`src/hw/rtl/i2c_target_register_map_macros.svh`:
```
// Assertion macros for the I2C target register map.
// Used by i2c_target_register_map.sv; needs clk_i and rst_ni in scope.
`ifndef I2C_TARGET_REGISTER_MAP_MACROS_SVH
`define I2C_TARGET_REGISTER_MAP_MACROS_SVH
`ifndef SYNTHESIS
// Checked only outside reset.
`define TRM_ASSERT(lbl, prop) \
  lbl: assert property (@(posedge clk_i) disable iff (!rst_ni) prop) \
    else $error("register map assertion failed");
// Checked at every edge, reset included.
`define TRM_ASSERT_ALWAYS(lbl, prop) \
  lbl: assert property (@(posedge clk_i) prop) \
    else $error("register map assertion failed");
`else
`define TRM_ASSERT(lbl, prop)
`define TRM_ASSERT_ALWAYS(lbl, prop)
`endif
`endif

```
`src/hw/rtl/trm_pkg.sv`:
```
// Package for the I2C target register map: word types, map addresses,
// command and phase codes and the name string. No dependencies.
`default_nettype none

package trm_pkg;

  localparam int NameLengthDefault  = 12;
  localparam int NumChannelsDefault = 4;

  localparam logic [15:0] NAME_BASE = 16'h0020;
  localparam logic [15:0] ADC_BASE  = 16'h0060;

  // Command byte that opens a pointer load.
  localparam logic [7:0] CMD_SET_POINTER = 8'h01;

  // Write phase codes.
  localparam logic [1:0] PHASE_IDLE   = 2'd0;
  localparam logic [1:0] PHASE_PTR_HI = 2'd1;
  localparam logic [1:0] PHASE_PTR_LO = 2'd2;
  localparam logic [1:0] PHASE_DONE   = 2'd3;

  // Item opcodes.
  localparam logic OP_BUS_EVENT = 1'b0;
  localparam logic OP_ADC_UPD   = 1'b1;

  typedef struct packed {
    logic        opcode;
    logic        read_not_write;
    logic        data_not_address;
    logic        master_nack;
    logic [7:0]  rx_byte;
    logic [1:0]  channel;
    logic [15:0] sample;
  } in_item_t;

  typedef struct packed {
    logic [7:0] tx_byte;
    logic       tx_loaded;
  } out_item_t;

  // Byte of the name string at offset k; offsets past the text read as zero.
  function automatic logic [7:0] name_char(logic [4:0] k);
    logic [7:0] c;
    unique case (k)
      5'd0:    c = 8'h42; // B
      5'd1:    c = 8'h63; // c
      5'd2:    c = 8'h75; // u
      5'd3:    c = 8'h72; // r
      5'd4:    c = 8'h72; // r
      5'd5:    c = 8'h20; // space
      5'd6:    c = 8'h76; // v
      5'd7:    c = 8'h30; // 0
      5'd8:    c = 8'h30; // 0
      5'd9:    c = 8'h2E; // .
      5'd10:   c = 8'h30; // 0
      5'd11:   c = 8'h31; // 1
      default: c = 8'h00;
    endcase
    return c;
  endfunction

endpackage

`default_nettype wire

```
`src/hw/rtl/i2c_target_register_map.sv`:
```
// I2C target register map: decodes bus events and ADC updates into read data.
// Depends on trm_pkg and i2c_target_register_map_macros.svh.
//
// Path: a word accepted at an edge is registered in the input register, is
// processed from there, and its result word is held in the result register.
// Throughput: one word per cycle; the input register and the result register
// each advance whenever the result register is empty or being taken.
// Reset clears the write phase, the pointer, the ADC results and both valid flags.
`default_nettype none

`include "i2c_target_register_map_macros.svh"

module i2c_target_register_map
  import trm_pkg::*;
#(
  parameter int NAME_LENGTH  = NameLengthDefault,
  parameter int NUM_CHANNELS = NumChannelsDefault
) (
  input  wire logic      clk_i,
  input  wire logic      rst_ni,
  input  wire logic      in_valid_i,
  output logic           in_stall_o,
  input  wire in_item_t  in_item_i,
  output logic           out_valid_o,
  input  wire logic      out_stall_i,
  output out_item_t      out_item_o
);

  localparam int CH_IDX_W = (NUM_CHANNELS > 1) ? $clog2(NUM_CHANNELS) : 1;
  // Exclusive upper bounds of the two readable windows, one bit wider than
  // the pointer so the compare never wraps.
  localparam logic [16:0] NAME_END = 17'(NAME_BASE) + 17'(NAME_LENGTH);
  localparam logic [16:0] ADC_END  = 17'(ADC_BASE) + 17'(2 * NUM_CHANNELS);

  // Input register.
  logic     in_valid_q;
  in_item_t in_item_q;

  // Result register.
  logic      out_valid_q;
  out_item_t out_item_q, out_item_d;

  // Register map state.
  logic [1:0]  phase_q, phase_d;
  logic [15:0] pointer_q, pointer_d;
  logic [15:0] chan_res_q [NUM_CHANNELS];

  // The pipeline moves when the result register can take a new word.
  logic advance, fire, in_load;
  assign advance = !out_valid_q || !out_stall_i;
  assign fire    = in_valid_q && advance;
  assign in_load = in_valid_i && !in_stall_o;

  // The input side stalls only when it holds a word that cannot move on.
  assign in_stall_o = in_valid_q && !advance;

  always_ff @(posedge clk_i or negedge rst_ni) begin
    if (!rst_ni) begin
      in_valid_q <= 1'b0;
    end else if (!in_stall_o) begin
      in_valid_q <= in_valid_i;
    end
  end

  always_ff @(posedge clk_i) begin
    if (in_load) begin
      in_item_q <= in_item_i;
    end
  end

  // Read decode of the current pointer. The name window is at most 32 bytes
  // from a 32-aligned base, so its low five pointer bits are the offset.
  logic        in_name, in_adc;
  logic [15:0] adc_off;
  logic [CH_IDX_W-1:0] adc_ch;
  logic [15:0] adc_word;
  logic [7:0]  read_byte;

  assign in_name = ({1'b0, pointer_q} >= 17'(NAME_BASE)) && ({1'b0, pointer_q} < NAME_END);
  assign in_adc  = ({1'b0, pointer_q} >= 17'(ADC_BASE)) && ({1'b0, pointer_q} < ADC_END);
  assign adc_off = pointer_q - ADC_BASE;
  assign adc_ch  = adc_off[CH_IDX_W:1];

  always_comb begin
    adc_word = '0;
    for (int i = 0; i < NUM_CHANNELS; i++) begin
      if (adc_ch == CH_IDX_W'(i)) begin
        adc_word = chan_res_q[i];
      end
    end
  end

  // Even offsets give the high byte of a channel, odd offsets the low byte.
  always_comb begin
    priority if (in_name) begin
      read_byte = name_char(pointer_q[4:0]);
    end else if (in_adc) begin
      read_byte = adc_off[0] ? adc_word[7:0] : adc_word[15:8];
    end else begin
      read_byte = 8'h00;
    end
  end

  // Event decode for the word in the input register.
  logic is_bus, is_read, is_rd_done, is_rd_req, is_wr_data;
  assign is_bus     = (in_item_q.opcode == OP_BUS_EVENT);
  assign is_read    = is_bus && in_item_q.read_not_write;
  assign is_rd_done = is_read && in_item_q.data_not_address && in_item_q.master_nack;
  assign is_rd_req  = is_read && !is_rd_done;
  assign is_wr_data = is_bus && !in_item_q.read_not_write && in_item_q.data_not_address;

  // Pointer and phase update. A NACKed read completion clears both; a read
  // request moves the pointer on by one with 16-bit wrap; write data bytes
  // step the pointer-load sequence.
  always_comb begin
    phase_d   = phase_q;
    pointer_d = pointer_q;
    if (is_rd_done) begin
      phase_d   = PHASE_IDLE;
      pointer_d = '0;
    end else if (is_rd_req) begin
      pointer_d = pointer_q + 16'd1;
    end else if (is_wr_data) begin
      unique case (phase_q)
        PHASE_IDLE: begin
          if (in_item_q.rx_byte == CMD_SET_POINTER) begin
            phase_d = PHASE_PTR_HI;
          end
        end
        PHASE_PTR_HI: begin
          pointer_d = {8'h00, in_item_q.rx_byte};
          phase_d   = PHASE_PTR_LO;
        end
        PHASE_PTR_LO: begin
          pointer_d = {pointer_q[7:0], in_item_q.rx_byte};
          phase_d   = PHASE_DONE;
        end
        PHASE_DONE: begin
          phase_d = PHASE_IDLE;
        end
      endcase
    end
  end

  always_ff @(posedge clk_i or negedge rst_ni) begin
    if (!rst_ni) begin
      phase_q   <= PHASE_IDLE;
      pointer_q <= '0;
    end else if (fire) begin
      phase_q   <= phase_d;
      pointer_q <= pointer_d;
    end
  end

  // ADC results; an update for a channel beyond the last one matches no entry.
  always_ff @(posedge clk_i or negedge rst_ni) begin
    if (!rst_ni) begin
      for (int i = 0; i < NUM_CHANNELS; i++) begin
        chan_res_q[i] <= '0;
      end
    end else if (fire && (in_item_q.opcode == OP_ADC_UPD)) begin
      for (int i = 0; i < NUM_CHANNELS; i++) begin
        if (32'(in_item_q.channel) == i) begin
          chan_res_q[i] <= in_item_q.sample;
        end
      end
    end
  end

  // Every word gives one result word; only a read request carries data.
  always_comb begin
    out_item_d.tx_byte   = is_rd_req ? read_byte : 8'h00;
    out_item_d.tx_loaded = is_rd_req;
  end

  always_ff @(posedge clk_i or negedge rst_ni) begin
    if (!rst_ni) begin
      out_valid_q <= 1'b0;
    end else if (advance) begin
      out_valid_q <= in_valid_q;
    end
  end

  always_ff @(posedge clk_i) begin
    if (fire) begin
      out_item_q <= out_item_d;
    end
  end

  assign out_valid_o = out_valid_q;
  assign out_item_o  = out_item_q;

  // A NACKed read completion leaves the pointer and phase cleared.
  `TRM_ASSERT(a_rd_done_clears, fire && is_rd_done |=> (pointer_q == '0) && (phase_q == PHASE_IDLE))
  // A read request always moves the pointer on by one.
  `TRM_ASSERT(a_rd_req_steps, fire && is_rd_req |=> pointer_q == $past(pointer_q) + 16'd1)
  // A result without data carries a zero byte.
  `TRM_ASSERT(a_idle_byte_zero, out_valid_o && !out_item_o.tx_loaded |-> out_item_o.tx_byte == 8'h00)
  // The input side only stalls while holding a word.
  `TRM_ASSERT_ALWAYS(a_stall_held, in_stall_o |-> in_valid_q)

endmodule

`default_nettype wire

```
`config.mk`:
```
export PLATFORM = sky130hd
export DESIGN_NAME = i2c_target_register_map
export DESIGN_NICKNAME = d
export VERILOG_FILES = /design/src/hw/rtl/trm_pkg.sv /design/src/hw/rtl/i2c_target_register_map.sv
export VERILOG_INCLUDE_DIRS = /design/src /design/src/hw/rtl
export SDC_FILE = /design/constraint.sdc
export NUM_CORES = 1
export LEC_CHECK = 0
export ABC_AREA = 1
export BUFFER_PORTS_ARGS = -buffer_cell sky130_fd_sc_hd__buf_2
export CAP_MARGIN = 20
export CORE_UTILIZATION = 45
export CTS_BUF_LIST = sky130_fd_sc_hd__clkbuf_16
export DETAILED_ROUTE_END_ITERATION = 7
export GPL_ROUTABILITY_DRIVEN = 1
export PLACE_DENSITY = 0.76
export SLEW_MARGIN = 25
export SYNTH_ARGS = -nofsm -noshare
export SYNTH_HDL_FRONTEND = slang
export SYNTH_SLANG_ARGS = --single-unit
```
`constraint.sdc`:
```
create_clock -name clk_i -period 1.6 [get_ports clk_i]
set_clock_uncertainty 0.05 [all_clocks]
set_input_delay 0 -clock clk_i [delete_from_list [all_inputs] [get_ports clk_i]]
set_output_delay 0 -clock clk_i [all_outputs]
set_load 0.02 [all_outputs]
```
# Word level (Yosys, flattened, before mapping)
# Memory sizes are Yosys's and may differ from the RTL's.
# Index checks and enable logic that the tools add are counted.
# Widths: inputs -> output; s select.
# totals
word_cells	85
input_bits	34
mem_count	1
ff_bits	123
romBits	112
output_inout_bits	11
# mem_list
name	depth	width	rd	rd_ports_with_merged_regs	write_ports	line_no	source
(no name shown)	16	7	1	0	0	trm_pkg.sv:44	unique case (k)
# classes
n_lt_le_gt_ge	4
n_addsub	2
n_bitwise	1
eq_ne	12
n_mux	17
n_reduce_logical	31
# ops
cell	n
$mux 16	7
$mux 8	4
$pmux 16 s2	1
$add 16x1->16 const B	1
$ge 16x6->1 const B	1
$ge 16x7->1 const B	1
$lt 16x6->1 const B	1
$lt 16x7->1 const B	1
$eq 2x2->1 const B	6
$logic_and 1x1->1	12
$eq 8x1->1 const B	1
$mux 2	4
$pmux 2 s4	1
$reduce_and 2->1	4
$eq 2x1->1 const B	3
$logic_not 1->1	6
$logic_not 2->1	3
$reduce_and 4->1	1
$reduce_bool 4->1	1
$ne 3x3->1 const B	1
$reduce_and 3->1	1
$reduce_bool 3->1	1
$sub 3x1->3 const B	1
$ne 2x2->1 const B	1
3 further kinds	3

# Longest topological paths before layout
# depth
word_depth	9
ltp_mapped	11

# Worst setup path after synthesis
# Ideal clock, no wire load.
# synth_path
kind	register to register
start	reg out_valid_q, in the netlist out_valid_o
end	reg in_item_q[0] in the netlist's numbering, enable pin
required_ps	1165
t_arrival_ps	1437
slack_ps	-271
stages_incl_launch_ff	6
cell_sequence	dfrtp_1 > nand2_1 > nor2_1 > inv_1 > nand2_1 > inv_1
# synth_between
elab_chain_cells	6
# synth_rtl
item	line_no	source
start, declared	i2c_target_register_map.sv:40	logic out_valid_q;
start signal, assigned	i2c_target_register_map.sv:180	out_valid_q <= in_valid_q;
$logic_not 1->1	i2c_target_register_map.sv:50	assign advance = !out_valid_q || !out_stall_i;
$logic_or 1x1->1	i2c_target_register_map.sv:50	
$logic_not 1->1	i2c_target_register_map.sv:55	assign in_stall_o = in_valid_q && !advance;
$logic_and 1x1->1	i2c_target_register_map.sv:55	
net in_stall_o	i2c_target_register_map.sv:22	output logic in_stall_o,
$logic_not 1->1	-	
$logic_and 1x1->1	i2c_target_register_map.sv:52	assign in_load = in_valid_i && !in_stall_o;
net in_load	i2c_target_register_map.sv:49	logic advance, fire, in_load;
end signal, assigned	i2c_target_register_map.sv:67	in_item_q <= in_item_i;
end, declared	i2c_target_register_map.sv:37	in_item_t in_item_q;
# The timed path passes the listed nets, and every way through them passes these cells.
# A chain may end at the register's enable or synchronous reset.

# Final worst setup path
# layout_path
start	reg pointer_q[2]
end	reg out_item_q (netlist bit out_item_o[8]) (data pin)
# layout_between
elab_chain_cells	9
elab_cells_between_ends	18
classes_between	add/sub (1); order compare (4); eq/ne (3); mux (7); reduce/logical (3)
# layout_rtl
item	line_no	source
start, declared	i2c_target_register_map.sv:45	logic [15:0] pointer_q, pointer_d;
start signal, assigned	i2c_target_register_map.sv:151	pointer_q <= pointer_d;
$sub 3x1->3	i2c_target_register_map.sv:81	assign adc_off = pointer_q - ADC_BASE;
$logic_not 2->1	i2c_target_register_map.sv:87	if (adc_ch == CH_IDX_W'(i)) begin
$mux 16 (4 in a row)	i2c_target_register_map.sv:87	
$mux 8	i2c_target_register_map.sv:98	read_byte = adc_off[0] ? adc_word[7:0] : adc_word[15:8];
$mux 8	i2c_target_register_map.sv:97	end else if (in_adc) begin
$mux 8 *	i2c_target_register_map.sv:95	priority if (in_name) begin
end signal, assigned	i2c_target_register_map.sv:186	out_item_q <= out_item_d;
end, declared	i2c_target_register_map.sv:41	out_item_t out_item_q, out_item_d;
# Mark *: on every way between the ends. The rest lies on a longest branch, timed or not.

==> summary.md <==
| Metric | Value |
|---|---|
| Outcome | complete, but fails checks |
| Failing checks | negative setup slack |
| Layout Nets | 866 |
| CTS H-Tree Depth | 4 |
| Worst min path class | in -> async |
| CP Launch Type | register |
| DRC | 0 |
| Xor and xnor area share after synthesis | 0.434% |
| Critical Path AT | 1.86 ns |
| Ratio of cells with drive above 1 in the final layout | 29.6% |
| Fin area | 0.00820 mm2 |
| Die Width | 118 um |
| RSZ-0062 raised after global routing | yes |
| Sw frac | 36.6% |
| # port buffers | 44 |
| VDD IR max | 1.04 mV |
| Warnings, synthesis | 0 |
| Fin. Hold Viols | 0 |
| Post-DP HPWL | 9.37 mm |
| Post-route setup TNS | -0.0851 ns |
| Sequential power share | 35.6% |
| Vias in the first global route | 4984 |
| CP peak stage delay | 0.47 ns |
| Clock Root Buffer | clkbuf_16 |
| DIE HEIGHT | 118 um |
| Final hold slack | 0.0948 ns |
| Placed cell area | 0.00677 mm2 |
| Core Area | 0.0132 mm2 |
| Crit path from | pointer_q[2]$_DFFE_PN0P_ |
| Syn_nets | 729 |
| Reg-to-reg startpoint | pointer_q[2]$_DFFE_PN0P_ |
| Sw Pwr | 0.00498 W |
| Initial core utilization | 45.9% |
| Largest net degree at the start of global routing | 85 |
| Slew @ Worst Pin | 0.474 ns |
| Post-Synthesis Cells | 685 |
| Largest family of logic cells by synthesized area | simple AND/OR/NAND/NOR gates |
| Max clock buf depth | 2 |
| GRT Total Usage | 22.2% |
| Worst Path Max Fanout | 5 |
| Pwr/cell area | 1660 mW/mm2 |
| Synthesis-to-finish area growth | 35.5% |
| DRT iter0 DRCs | 408 |
| CTS tree | yes |
| Num ports | 45 |
| Crit. End Element | register |
| Worst r2r path cells | 7 |
| Terminus of the critical flop-to-flop path | out_item_o[8]$_SDFFCE_PP0P_ |
| Post-Syn Area per Cell | 8.84 um2 |
| Final Cycle Share | 103% |
| CP Data Required Time | 1.81 ns |
| Finish-stage setup viols | 3 |
| Antenna-violating nets left | 0 |
| Yosys reg bits | 123 |
| Synth cell types | 40 |
| Drt pass-1 iters | 5 |
| Vias | 5218 |
| WL final | 15.3 mm |
| Routability cong. | 0.895 |
| Clock Power Share | 26.4% |
| Worst slew margin | 68.4% |
| Clock Pin Slew Worst Setup and Hold Paths | 0.05 ns |
| Final Max Tran Viols | 0 |
| CP cell instances | buf_6, inv_2, nand2_1, buf_4, o2111ai_1, nand2_1, a21boi_1 |
| Fmax | 607 MHz |
| Vias per inst | 5.17 |
| Setup CP Type | reg -> reg |
| # fillers | 1008 |
| Crit-path most repeated cell | nand2_1 |
| Gr ovfl total | 0 |
| Max_cap viols | 0 |
| Leak pwr | 3.66 nW |
| # diodes | 0 |
| Multiplexer share of the synthesized area | 2.42% |
| Post-Syn Area | 0.00605 mm2 |
| Critical Path End | out_item_o[8]$_SDFFCE_PP0P_ |
| R2R setup slack | -0.05 ns |
| Post-route worst setup slack | -0.0478 ns |
| Clock Sinks | 123 |
| Detail-routed net length per standard cell | 15.1 um |
| Final min period | 1.65 ns |
| Adder-Cell Fraction of Synth Area | 2.07% |
| Sequential share of the synthesized area | 54.1% |
| Post-synthesis compound-gate area fraction | 11.4% |
| First-pass GRT wire length | 24.0 mm |
| Initial antenna violation count | 0 |
| TritonCTS Buffers | 17 |
| Die Area | 0.0139 mm2 |
| Cell Rows | 42 |
| Combinational fraction of design power | 38.0% |
| Post-Synth Simple-Gate Area | 21.2% |
| Slowest cell on the critical path | dfrtp_2 |
| P_int | 0.00863 W |
| Worst skew pair latency | 0.42 ns |
worst min path at each step:
stage	endpoint	slack, ns
finish	pointer_q[14]$_DFFE_PN0P_	0.09
global route	pointer_q[15]$_DFFE_PN0P_	0.17
CTS	pointer_q[15]$_DFFE_PN0P_	0.13
detailed placement	pointer_q[15]$_DFFE_PN0P_	0.02
global placement	pointer_q[15]$_DFFE_PN0P_	0.02
floorplan	chan_res_q[0]$_DFFE_PN0P_	-0.35
layer usage:
layer,global-route usage (%),vias to the layer above,share of wire (%)
li1,-,2512,-
met1,28.5,2440,42
met2,35.2,227,49
met3,4.94,39,6.1
met4,11.3,0,3.0
met5,0,-,0
registers in the layout, indices dropped and copies added, names as in the netlist:
signal	count
in_item_q	30
out_valid_o	1
pointer_q	16
chan_res_q	64
out_item_o	9
in_valid_q	1
phase_q	2
worst max-delay path, delay by kind of cell (launching register included):
| kind | cells | cell delay, ns |
|---|---|---|
| flip-flops | 1 | 0.47 |
| buffers and inverters | 3 | 0.38 |
| AO/OA/AOI/OAI | 2 | 0.35 |
| AND/OR/NAND/NOR | 2 | 0.23 |
area by class of cell:
| type | instances | area [um2] | share of cell area (%) |
|---|---|---|---|
| Timing Repair Buffer | 140 | 1160 | 14.2 |
| Clock buffer | 17 | 425 | 5.19 |
| Clock inverter | 14 | 133 | 1.62 |
| Sequential cell | 123 | 3280 | 40.1 |
| Tap cell | 176 | 220 | 2.69 |
| Inverter | 97 | 382 | 4.66 |
| Multi-Input combinational cell | 443 | 2590 | 31.6 |
cells in the final DEF, fill, tap and decap left out, types with 6 or more instances in the layout:
cell type | synthesis | layout
nand2_4 | 3 | 7
nor2_2 | 5 | 7
o21ai_1 | 16 | 26
inv_1 | 89 | 82
mux2_2 | 13 | 13
buf_6 | 2 | 14
nand3_2 | 1 | 12
nand2_2 | 5 | 13
edfxtp_1 | 39 | 39
nand2_1 | 179 | 166
dfrtp_2 | 0 | 9
dlygate4sd3_1 | 0 | 34
o211ai_1 | 7 | 7
nor2_4 | 4 | 13
nand4_1 | 8 | 8
ha_1 | 10 | 8
nand3_1 | 28 | 16
buf_12 | 0 | 6
buf_4 | 3 | 42
buf_2 | 17 | 43
clkbuf_16 | 0 | 17
dfrtp_1 | 84 | 75
o21ai_0 | 81 | 68
a21oi_1 | 13 | 10
nor2_1 | 40 | 29
inv_2 | 6 | 12
cells in the mapped netlist:
| master | n | area, um2 |
|---|---|---|
| xor2_1 | 2 | 17.5 |
| clkinv_1 | 1 | 3.75 |
| nand3b_4 | 1 | 20.0 |
| o2111ai_1 | 2 | 17.5 |
| inv_4 | 1 | 6.26 |
| o22ai_1 | 3 | 18.8 |
| o21ai_1 | 16 | 80.1 |
| nand2_1 | 179 | 672 |
| xnor2_1 | 1 | 8.76 |
| nand3_2 | 1 | 10.0 |
| o21ai_0 | 81 | 405 |
| o211ai_1 | 7 | 52.6 |
| mux2_2 | 13 | 146 |
| inv_1 | 89 | 334 |
| nand3_1 | 28 | 140 |
| edfxtp_1 | 39 | 1170 |
| inv_2 | 6 | 22.5 |
| nor2_1 | 40 | 150 |
| nand2_4 | 3 | 33.8 |
| nor2_4 | 4 | 45.0 |
| a22o_1 | 1 | 8.76 |
| nor3_4 | 2 | 32.5 |
| a211oi_1 | 1 | 7.51 |
| nor3_2 | 2 | 20.0 |
| nand4_1 | 8 | 50.1 |
| buf_6 | 2 | 22.5 |
| nand2_2 | 5 | 31.3 |
| o31ai_2 | 1 | 12.5 |
| nor2_2 | 5 | 31.3 |
| nor4_1 | 3 | 18.8 |
| o21ai_2 | 1 | 8.76 |
| nor3_1 | 6 | 30.0 |
| buf_4 | 3 | 22.5 |
| a21boi_1 | 1 | 7.51 |
| buf_2 | 17 | 85.1 |
| o21bai_1 | 1 | 7.51 |
| dfrtp_1 | 84 | 2100 |
| a21oi_1 | 13 | 65.1 |
| ha_1 | 10 | 125 |
| clkbuf_1 | 2 | 7.51 |
kinds of logic (layout without fill, tap and decap cells):
group / count (synthesis) / count (layout)
AND/OR/NAND/NOR: 287 / 289
buffers and inverters: 121 / 268
AO/OA/AOI/OAI: 128 / 128
adder cells (fa/ha/maj): 10 / 10
XOR/XNOR: 3 / 3
flip-flops: 123 / 123
multiplexers: 13 / 13
timing repair:
action	CTS	global route
pin swaps	2	33
hold endpoints to repair	116	0
resized for setup	14	95
cloned	0	3
buffers inserted	2	15
setup endpoints to repair	9	40
hold buffers	34	0
per-stage QoR:
step	setup slack (ns)	power, W	cells	utilization, %
after floorplan	-0.0582	0.00732	685	-
after global placement	-0.106	0.00863	925	51.3
after detailed placement	-0.128	0.00875	925	51.3
after CTS	-0.0284	0.0126	992	58.5
after global routing	-0.132	0.0144	1010	62.2
final	-0.0478	0.0136	1010	62.2
power by group through the flow:
stage / registers (W) / clock network [W] / logic, W
after floorplan: 0.00468 / 0 / 0.00264
after global placement: 0.00478 / 0 / 0.00385
after detailed placement: 0.00480 / 0 / 0.00395
after CTS: 0.00475 / 0.00365 / 0.00417
after global routing: 0.00494 / 0.00380 / 0.00566
final: 0.00484 / 0.00360 / 0.00517
Note: power is estimated with default switching activity, not from simulation.
